--- src/sv/cep_pkg.sv ---
package cep_pkg;

   localparam int PARAM_SLOTS = 2;
   localparam int ADDR_W      = (PARAM_SLOTS > 1) ? $clog2(PARAM_SLOTS) : 1;

   localparam logic [7:0]  BYTE_ESC      = 8'h1B;
   localparam logic [7:0]  BYTE_CSI      = 8'h9B;
   localparam logic [7:0]  BYTE_LBRACKET = 8'h5B;
   localparam logic [7:0]  BYTE_SEMI     = 8'h3B;
   localparam logic [7:0]  BYTE_ZERO     = 8'h30;
   localparam logic [7:0]  BYTE_NINE     = 8'h39;
   localparam logic [15:0] VALUE_MAX     = 16'hFFFF;
   localparam logic [3:0]  SLOT_MAX      = 4'd15;
   localparam logic [7:0]  COUNT_MAX     = 8'd255;

   typedef enum logic [1:0] {
      MODE_IDLE,
      MODE_ESC,
      MODE_CSI
   } mode_type;

   typedef enum logic [1:0] {
      OP_NONE,
      OP_DIGIT,
      OP_CLEAR,
      OP_EMIT
   } op_type;

   typedef struct packed {
      logic              vld;
      op_type            op;
      logic [ADDR_W-1:0] addr;
      logic [3:0]        digit;
      logic              last;
   } req_type;

   typedef struct packed {
      logic [3:0] seen;
      logic [7:0] final_byte;
      logic [7:0] bytes_used;
   } info_type;

   typedef struct packed {
      logic              vld;
      logic [ADDR_W-1:0] slot;
      logic [15:0]       value;
      logic              last;
   } emit_type;

endpackage

--- src/sv/cep_ctrl.sv ---
module cep_ctrl (
   input  logic              clock,
   input  logic              reset,
   input  logic              req_valid,
   input  logic [7:0]        req_rx_byte,
   output logic              req_ready,
   input  logic              adv,
   input  logic              s1_emit,
   output cep_pkg::req_type  req,
   output cep_pkg::info_type info
);

   cep_pkg::mode_type             mode_ff, mode_in;
   logic [3:0]                    slot_ff, slot_in, slot_inc;
   logic [7:0]                    count_ff, count_in, count_inc;
   logic                          busy_ff, busy_in;
   logic [cep_pkg::ADDR_W-1:0]    k_ff, k_in;
   cep_pkg::info_type             info_ff, info_in;
   logic                          accept;
   logic                          is_digit;
   logic                          k_last;

   assign req_ready = !busy_ff && !s1_emit;
   assign accept    = req_valid && req_ready;
   assign info      = info_ff;
   assign slot_inc  = (slot_ff == cep_pkg::SLOT_MAX) ? slot_ff : slot_ff + 4'd1;
   assign count_inc = (count_ff == cep_pkg::COUNT_MAX) ? count_ff : count_ff + 8'd1;
   assign is_digit  = (req_rx_byte >= cep_pkg::BYTE_ZERO) && (req_rx_byte <= cep_pkg::BYTE_NINE);
   assign k_last    = (k_ff == cep_pkg::ADDR_W'(cep_pkg::PARAM_SLOTS - 1));

   always_comb begin
      mode_in   = mode_ff;
      slot_in   = slot_ff;
      count_in  = count_ff;
      busy_in   = busy_ff;
      k_in      = k_ff;
      info_in   = info_ff;
      req       = '0;
      req.op    = cep_pkg::OP_NONE;
      req.digit = 4'(req_rx_byte - cep_pkg::BYTE_ZERO);
      if (accept) begin
         count_in = count_inc;
         unique case (mode_ff)
            cep_pkg::MODE_ESC: begin
               mode_in = (req_rx_byte == cep_pkg::BYTE_LBRACKET) ? cep_pkg::MODE_CSI
                                                                 : cep_pkg::MODE_IDLE;
            end
            cep_pkg::MODE_CSI: begin
               if (is_digit) begin
                  if (slot_ff < 4'(cep_pkg::PARAM_SLOTS)) begin
                     req.vld  = 1'b1;
                     req.op   = cep_pkg::OP_DIGIT;
                     req.addr = slot_ff[cep_pkg::ADDR_W-1:0];
                  end
               end else if (req_rx_byte == cep_pkg::BYTE_SEMI) begin
                  slot_in = slot_inc;
                  if (slot_inc < 4'(cep_pkg::PARAM_SLOTS)) begin
                     req.vld  = 1'b1;
                     req.op   = cep_pkg::OP_CLEAR;
                     req.addr = slot_inc[cep_pkg::ADDR_W-1:0];
                  end
               end else begin
                  info_in.seen       = slot_inc;
                  info_in.final_byte = req_rx_byte;
                  info_in.bytes_used = count_inc;
                  busy_in            = 1'b1;
                  k_in               = '0;
                  mode_in            = cep_pkg::MODE_IDLE;
                  slot_in            = '0;
                  count_in           = '0;
               end
            end
            default: begin
               if (req_rx_byte == cep_pkg::BYTE_ESC) begin
                  mode_in = cep_pkg::MODE_ESC;
               end else if (req_rx_byte == cep_pkg::BYTE_CSI) begin
                  mode_in = cep_pkg::MODE_CSI;
               end else begin
                  mode_in = cep_pkg::MODE_IDLE;
               end
            end
         endcase
      end else if (busy_ff && adv) begin
         req.vld  = 1'b1;
         req.op   = cep_pkg::OP_EMIT;
         req.addr = k_ff;
         req.last = k_last;
         k_in     = k_ff + cep_pkg::ADDR_W'(1);
         if (k_last) begin
            busy_in = 1'b0;
         end
      end
   end

   always_ff @(posedge clock) begin
      if (reset) begin
         mode_ff  <= cep_pkg::MODE_IDLE;
         slot_ff  <= '0;
         count_ff <= '0;
         busy_ff  <= 1'b0;
         k_ff     <= '0;
      end else begin
         mode_ff  <= mode_in;
         slot_ff  <= slot_in;
         count_ff <= count_in;
         busy_ff  <= busy_in;
         k_ff     <= k_in;
      end
   end

   always_ff @(posedge clock) begin
      info_ff <= info_in;
   end

endmodule

--- src/sv/cep_store.sv ---
module cep_store (
   input  logic              clock,
   input  logic              reset,
   input  cep_pkg::req_type  req,
   input  logic              out_free,
   output logic              adv,
   output logic              s1_emit,
   output cep_pkg::emit_type emit
);

   logic [15:0]                  mem_ff [cep_pkg::PARAM_SLOTS];
   logic [15:0]                  rd_ff;
   cep_pkg::req_type             s1_ff;
   logic [cep_pkg::PARAM_SLOTS-1:0] vld_ff, vld_in;
   logic                         fwd_vld_ff;
   logic [cep_pkg::ADDR_W-1:0]   fwd_addr_ff;
   logic [15:0]                  fwd_data_ff;
   logic [15:0]                  cur;
   logic [19:0]                  sum;
   logic [15:0]                  sat;
   logic                         wr_en;

   // The forwarding register always holds the most recent write, so a hit on it
   // covers a read that was issued in the same cycle as that write.
   assign s1_emit = s1_ff.vld && (s1_ff.op == cep_pkg::OP_EMIT);
   assign adv     = !s1_emit || out_free;
   assign wr_en   = s1_ff.vld && (s1_ff.op == cep_pkg::OP_DIGIT);

   always_comb begin
      if (!vld_ff[s1_ff.addr]) begin
         cur = '0;
      end else if (fwd_vld_ff && (fwd_addr_ff == s1_ff.addr)) begin
         cur = fwd_data_ff;
      end else begin
         cur = rd_ff;
      end
      sum = 20'(cur) * 20'd10 + 20'(s1_ff.digit);
      sat = (sum > 20'(cep_pkg::VALUE_MAX)) ? cep_pkg::VALUE_MAX : sum[15:0];

      emit.vld   = s1_emit;
      emit.slot  = s1_ff.addr;
      emit.value = cur;
      emit.last  = s1_ff.last;

      vld_in = vld_ff;
      if (s1_ff.vld) begin
         case (s1_ff.op)
            cep_pkg::OP_DIGIT: vld_in[s1_ff.addr] = 1'b1;
            cep_pkg::OP_CLEAR: vld_in[s1_ff.addr] = 1'b0;
            cep_pkg::OP_EMIT: begin
               if (adv && s1_ff.last) begin
                  vld_in = '0;
               end
            end
            default: vld_in = vld_ff;
         endcase
      end
   end

   always_ff @(posedge clock) begin
      if (adv && req.vld) begin
         rd_ff <= mem_ff[req.addr];
      end
      if (wr_en) begin
         mem_ff[s1_ff.addr] <= sat;
         fwd_addr_ff        <= s1_ff.addr;
         fwd_data_ff        <= sat;
      end
   end

   always_ff @(posedge clock) begin
      if (reset) begin
         s1_ff      <= '0;
         vld_ff     <= '0;
         fwd_vld_ff <= 1'b0;
      end else begin
         if (adv) begin
            s1_ff <= req;
         end
         vld_ff <= vld_in;
         if (wr_en) begin
            fwd_vld_ff <= 1'b1;
         end
      end
   end

endmodule

--- src/sv/csi_escape_param_parser.sv ---
// Takes one byte per cycle while req_ready is high. A final byte blocks input
// while the parameter memory is read out on its single read port, one slot per cycle
// unless the result side stalls. The final byte sets the busy flag; each read request
// then passes the store stage register into the result register.
// Synchronous reset clears the parser and the per-slot valid bits at once; unwritten
// slots read as zero, so no clearing pass is needed.
module csi_escape_param_parser (
   input  logic        clock,
   input  logic        reset,
   input  logic        req_valid,
   output logic        req_ready,
   input  logic [7:0]  req_rx_byte,
   output logic        rsp_valid,
   input  logic        rsp_ready,
   output logic [3:0]  rsp_slot_index,
   output logic [15:0] rsp_param_value,
   output logic [3:0]  rsp_params_seen,
   output logic [7:0]  rsp_final_byte,
   output logic [7:0]  rsp_bytes_used,
   output logic        rsp_last_slot
);

   cep_pkg::req_type  req;
   cep_pkg::info_type info;
   cep_pkg::emit_type emit;
   logic              adv;
   logic              s1_emit;
   logic              out_free;
   logic              load;
   logic              rsp_valid_ff, rsp_valid_in;
   logic [3:0]        slot_ff;
   logic [15:0]       value_ff;
   logic [3:0]        seen_ff;
   logic [7:0]        final_ff;
   logic [7:0]        used_ff;
   logic              last_ff;

   cep_ctrl u_ctrl (
      .clock       (clock),
      .reset       (reset),
      .req_valid   (req_valid),
      .req_rx_byte (req_rx_byte),
      .req_ready   (req_ready),
      .adv         (adv),
      .s1_emit     (s1_emit),
      .req         (req),
      .info        (info)
   );

   cep_store u_store (
      .clock    (clock),
      .reset    (reset),
      .req      (req),
      .out_free (out_free),
      .adv      (adv),
      .s1_emit  (s1_emit),
      .emit     (emit)
   );

   assign out_free = !rsp_valid_ff || rsp_ready;
   assign load     = emit.vld && adv;

   always_comb begin
      rsp_valid_in = rsp_valid_ff;
      if (load) begin
         rsp_valid_in = 1'b1;
      end else if (rsp_ready) begin
         rsp_valid_in = 1'b0;
      end
   end

   always_ff @(posedge clock) begin
      if (reset) begin
         rsp_valid_ff <= 1'b0;
      end else begin
         rsp_valid_ff <= rsp_valid_in;
      end
   end

   always_ff @(posedge clock) begin
      if (load) begin
         slot_ff  <= 4'(emit.slot);
         value_ff <= emit.value;
         seen_ff  <= info.seen;
         final_ff <= info.final_byte;
         used_ff  <= info.bytes_used;
         last_ff  <= emit.last;
      end
   end

   assign rsp_valid       = rsp_valid_ff;
   assign rsp_slot_index  = slot_ff;
   assign rsp_param_value = value_ff;
   assign rsp_params_seen = seen_ff;
   assign rsp_final_byte  = final_ff;
   assign rsp_bytes_used  = used_ff;
   assign rsp_last_slot   = last_ff;

endmodule

--- config.mk ---
export PLATFORM = sky130hd
export DESIGN_NAME = csi_escape_param_parser
export DESIGN_NICKNAME = d
export VERILOG_FILES = /design/src/sv/cep_pkg.sv /design/src/sv/cep_ctrl.sv /design/src/sv/cep_store.sv /design/src/sv/csi_escape_param_parser.sv
export SDC_FILE = /design/constraint.sdc
export NUM_CORES = 1
export LEC_CHECK = 0
export BUFFER_PORTS_ARGS = -buffer_cell sky130_fd_sc_hd__buf_2
export CAP_MARGIN = 0
export CORE_ASPECT_RATIO = 1.4
export CORE_MARGIN = 2
export CORE_UTILIZATION = 30
export DETAILED_ROUTE_END_ITERATION = 8
export GPL_TIMING_DRIVEN = 0
export PLACE_DENSITY = 0.53
export SLEW_MARGIN = 15
export SYNTH_ARGS = -nofsm -noshare
export SYNTH_HDL_FRONTEND = slang
export SYNTH_HIERARCHICAL = 1
export SYNTH_SLANG_ARGS = --single-unit
--- constraint.sdc ---
create_clock -name clock -period 10.5 [get_ports clock]
set_clock_uncertainty 0.1 [all_clocks]
set_input_delay 2.1 -clock clock [delete_from_list [all_inputs] [get_ports clock]]
set_output_delay 2.1 -clock clock [all_outputs]
set_load 0.02 [all_outputs]
==> impl_metrics.yaml <==
synth:
  yosysUniqueCellTypes: 66
  synth_top_cells_by_area: "edfxtp_1, dfxtp_1, ha_1, mux2i_1, mux2_2"
  seq_area_frac_synth: 0.593
  synth-seq-cells: 152
  netlist_area_sq_um: 7210
  async_flop_share: 0
  synth_top_cell_area_share: 0.512
  yosys_warnings: 6
  synth_top_cell_by_area: "edfxtp_1"
  synthCells: 572
  yosys_most_used_dff: "edfxtp_1"
  synth-edff-count: 123
  syn_area_per_cell_sq_um: 12.6
route:
  dr_total_vias: 4737
  drc: 0
  postRouteAntennaNets: 0
  drt_iter0_drc: 283
  wl_um: 15400
  wl_per_cell_um: 15.9
  vias_per_cell: 4.87
  dr.pass1.iters: 5
place:
  pre_cts_slack_ns: 4.58
  hpwlAfterDp_um: 11300
  gp_congestion: 0.814
  placed_cells: 940
  port_buffers: 51
finish:
  syn_to_final_growth_pct: 18.2
  fin_cells: 972
  drive_above_1_share: 0.211
  nets: 698
  n_antenna_cell: 0
  layout_commonest_cell: "edfxtp_1"
  final_cell_mix: "edfxtp_1, buf_2, nor2_1, nand2_1, ha_1"
clock_network:
  ctsHoldBuffers: 0
  cts-root-buf: "clkbuf_16"
  cts_setup_buffers: 0
  cts_buffers: 17
  clkLatencyLatePin_ns: 0.42
  postCtsResizedCells: 0
  path_clk_slew_ns: 0.07
  cts_tree: "yes"
  clock-sinks: 152
  cts_max_level: 4
  clockBufferDepth: 2
worst_hold_path:
  min_path_type: "flop to flop"
critical_path:
  required_ns: 10.52
  crit_type: "flop to flop"
  crit_path_top_delay_cell: "clkbuf_1"
  cp_cell_sequence: "clkbuf_1, xnor2_1, nand2_1, clkbuf_1, mux2i_1, nor2_1, ha_1, ha_1, inv_1, fa_1, nor2b_1, o22ai_1, xnor2_1, nand4_1, nor3_2, nand4_1, mux2i_2, buf_4, nand3_1"
  cpLargestDelayFamily: "simple AND/OR/NAND/NOR gates"
  cp.arrival_ns: 6.00
  worstSetupStartpointType: "flop"
  crit_path_end_kind: "flop"
  max_stage_delay_ns: 0.75
  crit_fanout: 10
  critical_path_buf_inv_count: 4
run_status:
  status: "complete, no violations"
sta:
  fin_ws_ns: 4.53
  final.setup.tns_ns: 0
  hold_viol: 0
  period_share: 0.569
  rsz0062_at_grt: "no"
  fin_crit_ns: 5.97
  worst_pin_slew_ns: 0.932
  setup-violations-final: 0
  max_slew_margin: 0.379
  drv_slew: 0
  max_freq_ghz: 0.167
floorplan:
  num_rows: 67
  die-area_sq_um: 25300
  start_util: 0.303
  fp.dieW_um: 135
  io_pins: 55
  die_h_um: 187
  core_area_sq_um: 23800
pwr:
  total_leakage_power_nw: 3.37
  powerDensity_nw_per_um2: 147
  irDropWorstVdd_v: 0.0000990
  power_mw: 1.25
grt:
  grt_pass1_vias: 4979
  grt_max_degree: 25
  grt_pass1_wl_um: 24900
  antenna_found_initial: 0
  grt_usage: 0.127
  grt_overflow: 0
run:
  maxCapViolations: 0
[routing by layer]
| metal | wire length [um] | vias to the layer above | track usage | share of wire |
|---|---|---|---|---|
| met4 | 301 | 0 | 0.0513 | 0.019 |
| met2 | 8270 | 112 | 0.234 | 0.54 |
| met5 | 0 | - | 0 | 0 |
| met3 | 539 | 18 | 0.0255 | 0.035 |
| met1 | 6330 | 2311 | 0.140 | 0.41 |
| li1 | - | 2296 | - | - |
[cell usage after synthesis (all sizes together) (5+ instances only)]
| cell type | count |
|---|---|
| buf | 14 |
| mux2 | 19 |
| xnor2 | 13 |
| mux2i | 23 |
| o211ai | 8 |
| nor2 | 52 |
| ha | 35 |
| xor2 | 8 |
| nand2 | 43 |
| nand3b | 11 |
| dfxtp | 29 |
| and2 | 5 |
| nor2b | 9 |
| clkbuf | 10 |
| nand4 | 7 |
| inv | 12 |
| o21ai | 18 |
| edfxtp | 123 |
| a31oi | 6 |
| nand3 | 23 |
| nor3 | 10 |
| a21oi | 25 |
[worst paths after layout]
kind                    startpoint                      end  slack (ns)  depth (start not counted)
hold / removal      u_ctrl/info[7]        rsp_bytes_used[7]        0.32                          0
setup reg to reg  u_store/emit[17]  u_store/fwd_data_ff[12]        4.53                         19
hold reg to reg     u_ctrl/info[7]        rsp_bytes_used[7]        0.32                          0
setup / recovery  u_store/emit[17]  u_store/fwd_data_ff[12]        4.53                         19
[state kept, by name, indices dropped and copies added (netlist names), 2 cells and up]
signal	cells
u_ctrl/info	20
u_store/rd_ff	16
rsp_final_byte	8
u_ctrl/slot_ff	4
u_store/s1_ff	7
rsp_bytes_used	8
u_store/mem_ff	32
u_store/fwd_data_ff	16
u_store/emit	2
rsp_param_value	16
u_ctrl/mode_ff	2
u_store/vld_ff	2
u_ctrl/count_ff	8
rsp_params_seen	4
[cells by family after synthesis]
group / share of synthesized area
compound gates: 0.0873
xor+xnor: 0.0255
other cells: 0.000520
buf+inv: 0.0264
flops: 0.593
mux: 0.0621
simple gates: 0.139
fa+ha+maj: 0.0663
[through the flow]
stage,utilization,cell area [sq um],hold WS [ns]
after global routing,0.358,8520,0.330
after CTS,0.358,8520,0.324
after global placement,0.330,7860,0.309
after floorplan,-,7220,0.300
after detailed placement,0.334,7950,0.306
final,0.358,8520,0.321
[layout make-up]
cell class / count / area [sq um]
repair buffers: 56 / 320
clock buffers: 18 / 429
multi-input cells: 385 / 2780
well taps: 310 / 388
plain buffers: 24 / 141
clock inverters: 14 / 141
fillers: 2355 / 15300
flip-flops and latches: 152 / 4270
inverters: 13 / 48.8
[power by group]
group          internal [mW]  switching, mW  total (mW)
Clock                  0.332          0.256       0.588
Sequential             0.645        0.00174       0.647
Combinational        0.00853         0.0117      0.0202
Total                  0.986          0.269        1.25
No activity file was read; power rests on OpenSTA's default activity.
